## config.mk

```make
export PLATFORM = sky130hd
export DESIGN_NAME = lkvc_cell
export DESIGN_NICKNAME = d
export VERILOG_FILES = /design/src/lkvc_pkg.sv /design/src/lkvc_cell.sv
export SDC_FILE = /design/constraint.sdc
export NUM_CORES = 1
export LEC_CHECK = 0
export ABC_CLOCK_PERIOD_IN_PS = 4000
export BUFFER_PORTS_ARGS = -buffer_cell sky130_fd_sc_hd__buf_2
export CORE_AREA = 2 2 133 135
export DETAILED_ROUTE_END_ITERATION = 16
export DIE_AREA = 0 0 135 137
export GPL_TIMING_DRIVEN = 0
export SLEW_MARGIN = 20
export SYNTH_ARGS = -nofsm -noshare
export SYNTH_HDL_FRONTEND = slang
export SYNTH_SLANG_ARGS = --single-unit
```

## constraint.sdc

```tcl
create_clock -name clk -period 4 [get_ports clk]
set_clock_uncertainty 0.1 [all_clocks]
set_input_delay 0.4 -clock clk [delete_from_list [all_inputs] [get_ports clk]]
set_output_delay 0.4 -clock clk [all_outputs]
set_load 0.02 [all_outputs]
```

## src/lkvc_pkg.sv

```systemverilog
// Shared types, constants and helpers for the key/value cache.
// No dependencies; used by every module of the block.
package lkvc_pkg;

  localparam int CAPACITY_DEF = 64;
  localparam int CFG_W        = 7;
  localparam int OCC_W        = 7;
  localparam int CNT_W        = 32;
  localparam int NODE_W       = 32;
  localparam int MODE_W       = 8;
  localparam int BUCKET_W     = 16;
  localparam int ROUTE_W      = 32;
  localparam int ACT_W        = 2;

  localparam logic [CFG_W-1:0] CAP_RESET = 7'd64;

  typedef enum logic [ACT_W-1:0] {
    ACT_LOOKUP  = 2'd0,
    ACT_INSERT  = 2'd1,
    ACT_CLEAR   = 2'd2,
    ACT_RST_CNT = 2'd3
  } act_t;

  typedef struct packed {
    logic [NODE_W-1:0]   origin;
    logic [NODE_W-1:0]   dest;
    logic [MODE_W-1:0]   mode;
    logic [BUCKET_W-1:0] bucket;
  } key_t;

  typedef struct packed {
    key_t               key;
    logic [ROUTE_W-1:0] route;
  } entry_t;

  // Per-cycle command broadcast to every cell
  typedef struct packed {
    logic capture;    // latch the compare result against the incoming key
    logic shift;      // move entries one place down the chain
    logic shift_all;  // shift the whole chain, not just up to the hit
    logic evict;      // drop the tail entry while shifting
    logic clear;      // invalidate every cell
  } cell_ctl_t;

  function automatic logic [CNT_W-1:0] sat_inc(input logic [CNT_W-1:0] v);
    sat_inc = (&v) ? v : v + CNT_W'(1);
  endfunction

endpackage

```

## src/lkvc_cell.sv

```systemverilog
// One cache cell: an entry, its valid bit and a registered key match.
// Depends on lkvc_pkg; chained by lru_key_value_cache, position = recency.
module lkvc_cell #(
  parameter int IDX = 0,
  parameter int IW  = 6
) (
  input  logic               clk,
  input  logic               rst_n,
  input  lkvc_pkg::cell_ctl_t ctl,
  input  lkvc_pkg::key_t     cmp_key,
  input  logic [IW-1:0]      hit_pos,
  input  lkvc_pkg::entry_t   prev_entry,
  input  logic               prev_valid,
  output lkvc_pkg::entry_t   entry_o,
  output logic               valid_o,
  output logic               match_o
);
  import lkvc_pkg::*;

  entry_t entry_r;
  logic   valid_r, valid_nxt;
  logic   match_r, match_nxt;
  logic   load;

  // Take the neighbour's entry on a full shift, or when at or above the hit
  assign load = ctl.shift && (ctl.shift_all || (IW'(IDX) <= hit_pos));

  always_comb begin
    priority if (ctl.clear) begin
      valid_nxt = 1'b0;
    end else if (load) begin
      // the tail cell's entry falls off when evicting
      valid_nxt = prev_valid && !(ctl.evict && !valid_r);
    end else begin
      valid_nxt = valid_r;
    end
  end

  assign match_nxt = ctl.capture ? (valid_r && (entry_r.key == cmp_key)) : match_r;

  always_ff @(posedge clk) begin
    if (!rst_n) begin
      valid_r <= 1'b0;
      match_r <= 1'b0;
    end else begin
      valid_r <= valid_nxt;
      match_r <= match_nxt;
    end
  end

  always_ff @(posedge clk) begin
    if (load) begin
      entry_r <= prev_entry;
    end
  end

  assign entry_o = entry_r;
  assign valid_o = valid_r;
  assign match_o = match_r;

endmodule

```

* After elaboration in Yosys (flattened, before gate mapping)
Cells that the tools add are included.
** Storage, ports and cells
- Register bits :: 122
- Output and inout port bits :: 122
- Word-level logic and storage cells :: 18
** Operators by class
- $lt $le $gt $ge :: 1
- Equal/unequal tests :: 1
- Bitwise gates (word level) :: 1
- Reduce and logical (&&, ||, !) cells :: 8
** Operators by type and width (count)
- $eq 88x88->1 :: 1
- $le 1x6->1 const A :: 1
- $logic_and 1x1->1 :: 4
- $logic_not 1->1 :: 2
- $reduce_or 2->1 :: 1
- $logic_or 1x1->1 :: 1
- $not 1->1 :: 1

* Depth between registers and ports, before layout
Gate-level depths: netlist (run 1).
- Depth after elaboration :: 4
- Gate-level depth with buffers :: 6

* Least setup slack after synthesis (run 1)
Ideal clock, no wire load.
- Path kind :: in2reg
- From :: in ctl[3] in the netlist's numbering
- To :: reg entry_r, in the netlist entry_o[0], enable pin
- Library setup time :: 523 ps
- Data arrival time :: 3641 ps
- Data required time :: 3377 ps
- Slack :: -263 ps
- Stages :: 1
- Path through :: clkbuf_1
** On the way
- Word-level cells in the longest chain between the ends :: 1
** Ends and longest elaborated chain
- start, declared :: RTL line lkvc_cell.sv:9 : input lkvc_pkg::cell_ctl_t ctl,
- $logic_and 1x1->1 :: RTL line lkvc_cell.sv:26 : assign load = ctl.shift && (ctl.shift_all || (IW'(IDX) <= hit_pos));
- end signal, assigned :: RTL line lkvc_cell.sv:53 : entry_r <= prev_entry;
- end, declared :: RTL line lkvc_cell.sv:20 : entry_t entry_r;
Every way passes these cells.
A chain may end at the register's enable or synchronous reset.

* Final worst setup path (run 1)
- From :: reg entry_r, in the netlist entry_o[104]
- To :: reg match_r, in the netlist match_o
** On the way
- Word-level cells in the longest chain between the ends :: 2
** Ends and longest elaborated chain
- $eq 88x88->1 :: RTL line lkvc_cell.sv:39 : assign match_nxt = ctl.capture ? (valid_r && (entry_r.key == cmp_key)) : match_r;
- $logic_and 1x1->1 :: RTL line lkvc_cell.sv:39
- end signal, assigned :: RTL line lkvc_cell.sv:47 : match_r <= match_nxt;
- end, declared :: RTL line lkvc_cell.sv:22 : logic match_r, match_nxt;
Every way passes these cells.

==> impl_metrics.ini, run 1 <==
[synth]
synth_top_cell_by_area = edfxtp_1
ys_ff_latch = 122
yosys_warnings = 0
synth_edf_count = 120
netlist_instances = 277
avgSynthCellArea_um2 = 17.2
synth.top_cells.by_area = edfxtp_1 (76%), xnor2_1 (6.6%), xor2_1 (5.0%), inv_1 (1.6%), nor4_1 (1.3%)
synth_cell_type_count = 32
synth_area_um2 = 4750
yosysSeqAreaShare = 0.767
ys.flop_type = edfxtp_1
netlist.area_leader.share = 0.758
syn-num-nets = 499
ys_async_sr_fraction = 0

[floorplanning]
die_h_um = 137
coreArea_um2 = 17100
die_area_um2 = 18500
start_util = 0.279
ios = 344
std_cell_rows = 48
die_w_um = 135

[routing]
routedWlPerCell_um = 17.4
drc = 0
first_pass_iters = 4
drt_iter0_drc = 168
antenna_left = 0
num_vias = 3702
drt_wl_total_um = 15200
viasPerCell = 4.24

[critical_path]
max_stage_delay_ns = 0.49
cp_cell_sequence = xor2_1 -> a2111oi_0 -> nand3_1 -> nor3_1 -> nand3_1 -> o21ai_1
cp_top_family = simple AND/OR/NAND/NOR gates
path_class = reg -> reg
path_max_fanout = 2
endpoint_kind = register
worst_setup_path_start_kind = register
crit_slowest_cell = a2111oi_0
crit_top_cell = nand3_1
cp.buffers_inverters = 0
crit_arrival_ns = 2.31
required_ns = 4.24

[sta]
postLayoutSetupSlackWorst_ns = 1.93
fmax_ghz = 0.483
drv_slew = 0
setup_viol = 0
relSlewSlack = 0.663
timing.final.crit_share = 0.517
hold_viol = 0
worst_slew_pin_slew_ns = 0.492
rsz0062_at_grt = no
worst_hold_slack_ns = 0.0503
tns_ns = 0
min_period_ns = 2.07

[pwr]
power_density_nw_per_um2 = 496
ir_drop_mv = 0.302
swShare = 0.256
comb_power_share = 0.132
seq_power_share = 0.432
leakage_nw = 3.23
switchingPower_mw = 0.936
internal-power_mw = 2.72
clkPwrFrac = 0.436

[clocking]
cts-resized-gates = 0
postCtsHoldBufs = 0
cts_setup_buffers = 0
cts-htree-levels = 4
clk_pin_slew_ns = 0.06
insertion_delay_ns = 0.42
clk_path_buf_depth = 2
cts_buffers = 17
cts_tree = built
clockRootBuffer = clkbuf_16
cts.sinks = 122

[global_routing]
grt_overflow_total = 0
grt_max_degree = 62
grt_pass1_wl_um = 21200
grt_pass1_vias = 3900
track_usage = 0.159
antenna_found_initial = 4

[finish]
final_cells = 874
finalInstanceArea_um2 = 7380
layout.nets = 855
layout_common_cells = buf_2 (336), edfxtp_1 (120), xnor2_1 (36)
layout_commonest_cell = buf_2
area_growth_pct = 55.2
layout-drive-gt1-share = 0.577

[placement]
place_congestion = 0.879
placed_area_um2 = 6750
dp_cells = 839
pre_cts_ws_ns = 1.75
io_buffers = 336
hpwl_um = 12400

[job]
drv_cap = 0

[min_path]
min_path_type = in -> reg

[status]
status = finished, final reports clean
[stage by stage]
step / util / power (mW)
global placement: 0.394 / 2.09
global route: 0.432 / 3.80
floorplan: - / 1.84
CTS: 0.432 / 3.71
detailed placement: 0.396 / 2.10
finish: 0.433 / 3.66
[worst paths after layout]
check	startpoint	to	slack, ns	cells past startpoint
worst min register to register	match_o	match_o	0.38	2
worst min-delay path	ctl[0]	valid_o	0.05	2
worst max register to register	entry_o[104]	match_o	1.93	6
worst max-delay path	entry_o[104]	match_o	1.93	6
[synth_stat cells, types with 3 or more instances]
| cell | instances |
|---|---|
| inv_1 | 20 |
| nand2b_1 | 3 |
| nand4_1 | 9 |
| nor4_1 | 10 |
| inv_2 | 3 |
| edfxtp_1 | 120 |
| o2bb2ai_1 | 3 |
| a2111oi_0 | 3 |
| nand3_1 | 4 |
| xor2_1 | 27 |
| xnor2_1 | 36 |
| o22ai_1 | 9 |
| nor2b_1 | 6 |
[sequential cells by signal, summed over array words and instances, names as in the netlist]
register,cells
valid_o,1
match_o,1
entry_o,120
[cell families after synthesis]
logic type | share of synthesized area
AO/OA/AOI/OAI | 0.0405
XOR/XNOR | 0.116
buffers and inverters | 0.0197
flip-flops | 0.767
AND/OR/NAND/NOR | 0.0571
[power by group through the flow]
stage / Sequential [mW] / Combinational (mW) / Clock (mW)
finish: 1.58 / 0.483 / 1.60
global route: 1.59 / 0.521 / 1.69
CTS: 1.58 / 0.492 / 1.64
detailed placement: 1.61 / 0.491 / 0
global placement: 1.61 / 0.480 / 0
floorplan: 1.73 / 0.113 / 0
[metal layers]
metal | track usage | wire length, um | vias up | share of wire
met2 | 0.277 | 7920 | 179 | 0.52
met4 | 0.0451 | 147 | 2 | 0.0097
li1 | - | - | 1766 | -
met3 | 0.0704 | 1260 | 11 | 0.083
met5 | 0 | 13 | - | 0.00086
met1 | 0.176 | 5860 | 1744 | 0.39
[final cells by class]
type	instances	area (um2)
Fill cell	1619	9680
Sequential cell	122	3640
Timing Repair Buffer	337	1710
Multi-Input combinational cell	130	1020
Clock buffer	18	429
Tap cell	225	282
Clock inverter	14	188
Inverter	24	90.1
Buffer	1	13.8
Antenna cell	3	7.51
(Power assumes the default switching activity.)
==> inputs of run 2 (changes only) <==
ABC_CLOCK_PERIOD_IN_PS = 2000   (was 4000)
clock period = 2 ns   (was 4 ns; I/O delays follow)
==> run 2 against run 1 <==
  * Non-clock buffer count is 124 higher
  * Largest power group unchanged
  * Critical endpoint unchanged
  * Maximum frequency is 11% higher
  * Final area up 17%
==> impl_metrics.ini, run 2 (synthesis gave the netlist of run 1 again) <==
[clocking]
clockRootBuffer = clkbuf_16
cts_buffers = 17
cts.sinks = 122
insertion_delay_ns = 0.41
cts-htree-levels = 4
cts_tree = built
clk_path_buf_depth = 2
cts_setup_buffers = 0
clk_pin_slew_ns = 0.06

[global_routing]
grt_max_degree = 73
antenna_found_initial = 1
grt_pass1_vias = 4594
track_usage = 0.175
grt_pass1_wl_um = 24000
grt_overflow_total = 0

[routing]
drt_iter0_drc = 155
drc = 0
antenna_left = 0
viasPerCell = 4.26
routedWlPerCell_um = 17.0
num_vias = 4234
first_pass_iters = 6
drt_wl_total_um = 16900

[finish]
layout-drive-gt1-share = 0.487
finalInstanceArea_um2 = 8630
area_growth_pct = 81.5
n_antenna_cell = 0
final_cells = 995
largest_reg_flops = 120
post-route-util = 0.506
layout_common_cells = buf_2 (336), dlygate4sd3_1 (124), edfxtp_1 (120)
layout.nets = 979
layout_commonest_cell = buf_2

[critical_path]
cp.buffers_inverters = 0
cp_cell_sequence = xor2_1 -> nor4_1 -> nand3_1 -> nor3_2 -> nand3_1 -> o21ai_1
cp_top_family = simple AND/OR/NAND/NOR gates
max_stage_delay_ns = 0.41
path_max_fanout = 2
timing.reg2reg.setup_slack_ns = 0.14
crit_arrival_ns = 2.10
worst_setup_path_start_kind = register
endpoint_kind = register
crit_slowest_cell = edfxtp_1
required_ns = 2.23
worstReg2RegStart = entry_o[41]
path_class = reg -> reg
crit_top_cell = nand3_1
worstSetupStartpoint = entry_o[41]

[min_path]
min_path_type = in -> reg
min-delay-start = cmp_key[13]

[floorplanning]
ios = 344
start_util = 0.279
die_w_um = 135
die_area_um2 = 18500
die_h_um = 137
std_cell_rows = 48
coreArea_um2 = 17100

[sta]
min_period_ns = 1.86
worst_hold_slack_ns = 0.0666
setup_viol = 0
fmax_ghz = 0.536
rsz0062_at_grt = no
postLayoutSetupSlackWorst_ns = 0.136
worst_slew_pin_slew_ns = 0.484
hold_viol = 0
relSlewSlack = 0.675
timing.final.crit_share = 0.932
drv_slew = 0

[placement]
place_congestion = 0.861
io_buffers = 336
dp_cells = 839
placed_area_um2 = 6750
pre_cts_ws_ns = -0.131
hpwl_um = 12400

[job]
drv_cap = 0

[pwr]
leakage_nw = 3.77
power_density_nw_per_um2 = 870
ir_drop_mv = 0.622

[status]
status = finished, final reports clean
[run 2: power breakdown]
| group | switching [mW] | leakage [nW] | internal, mW |
|---|---|---|---|
| Combinational | 0.604 | 2.28 | 0.565 |
| Sequential | 0.120 | 1.19 | 3.04 |
| Clock | 1.20 | 0.295 | 1.99 |
| Total | 1.92 | 3.77 | 5.59 |
[run 2: what timing repair did]
action                                  CTS  global route
hold buffers                            124             0
gates resized for setup                   3             1
endpoints found under the setup margin    1             1
hold endpoints to repair                122             0
pin swaps                                 0             2
[run 2: layout make-up]
type                    instances  area [um2]
plain buffers                   1        13.8
clock buffers                  17         425
clock inverters                15         186
fillers                      1482        8430
inverters                      24        90.1
multi-input cells             130        1040
flip-flops and latches        122        3640
well taps                     225         282
repair buffers                461        2950
[run 2: final timing paths]
kind / endpoint / cells after the start
max reg2reg: match_o / 6
min reg2reg: match_o / 4
min: match_o / 4
max: match_o / 6
[run 2: through the flow]
step	setup TNS [ns]	power, mW
6_report	0	7.51
5_1_grt	0	7.79
4_1_cts	0	7.58
3_5_place_dp	-0.131	4.19
3_3_place_gp	-9.09	4.17
2_1_floorplan	0	3.68
[run 2: tightest hold or removal path: stages]
cell and delay, ns:
buf_2 0.09, a2111oi_0 0.08, nand4_1 0.09, o21ai_1 0.06
[run 2: layer usage]
metal  global-route usage  vias to the layer above  share of wire
met5                    0                        -        0.00077
met4               0.0694                        2          0.028
met3               0.0674                       35          0.075
met2                0.312                      211           0.52
met1                0.188                     1975           0.38
li1                     -                     2011              -
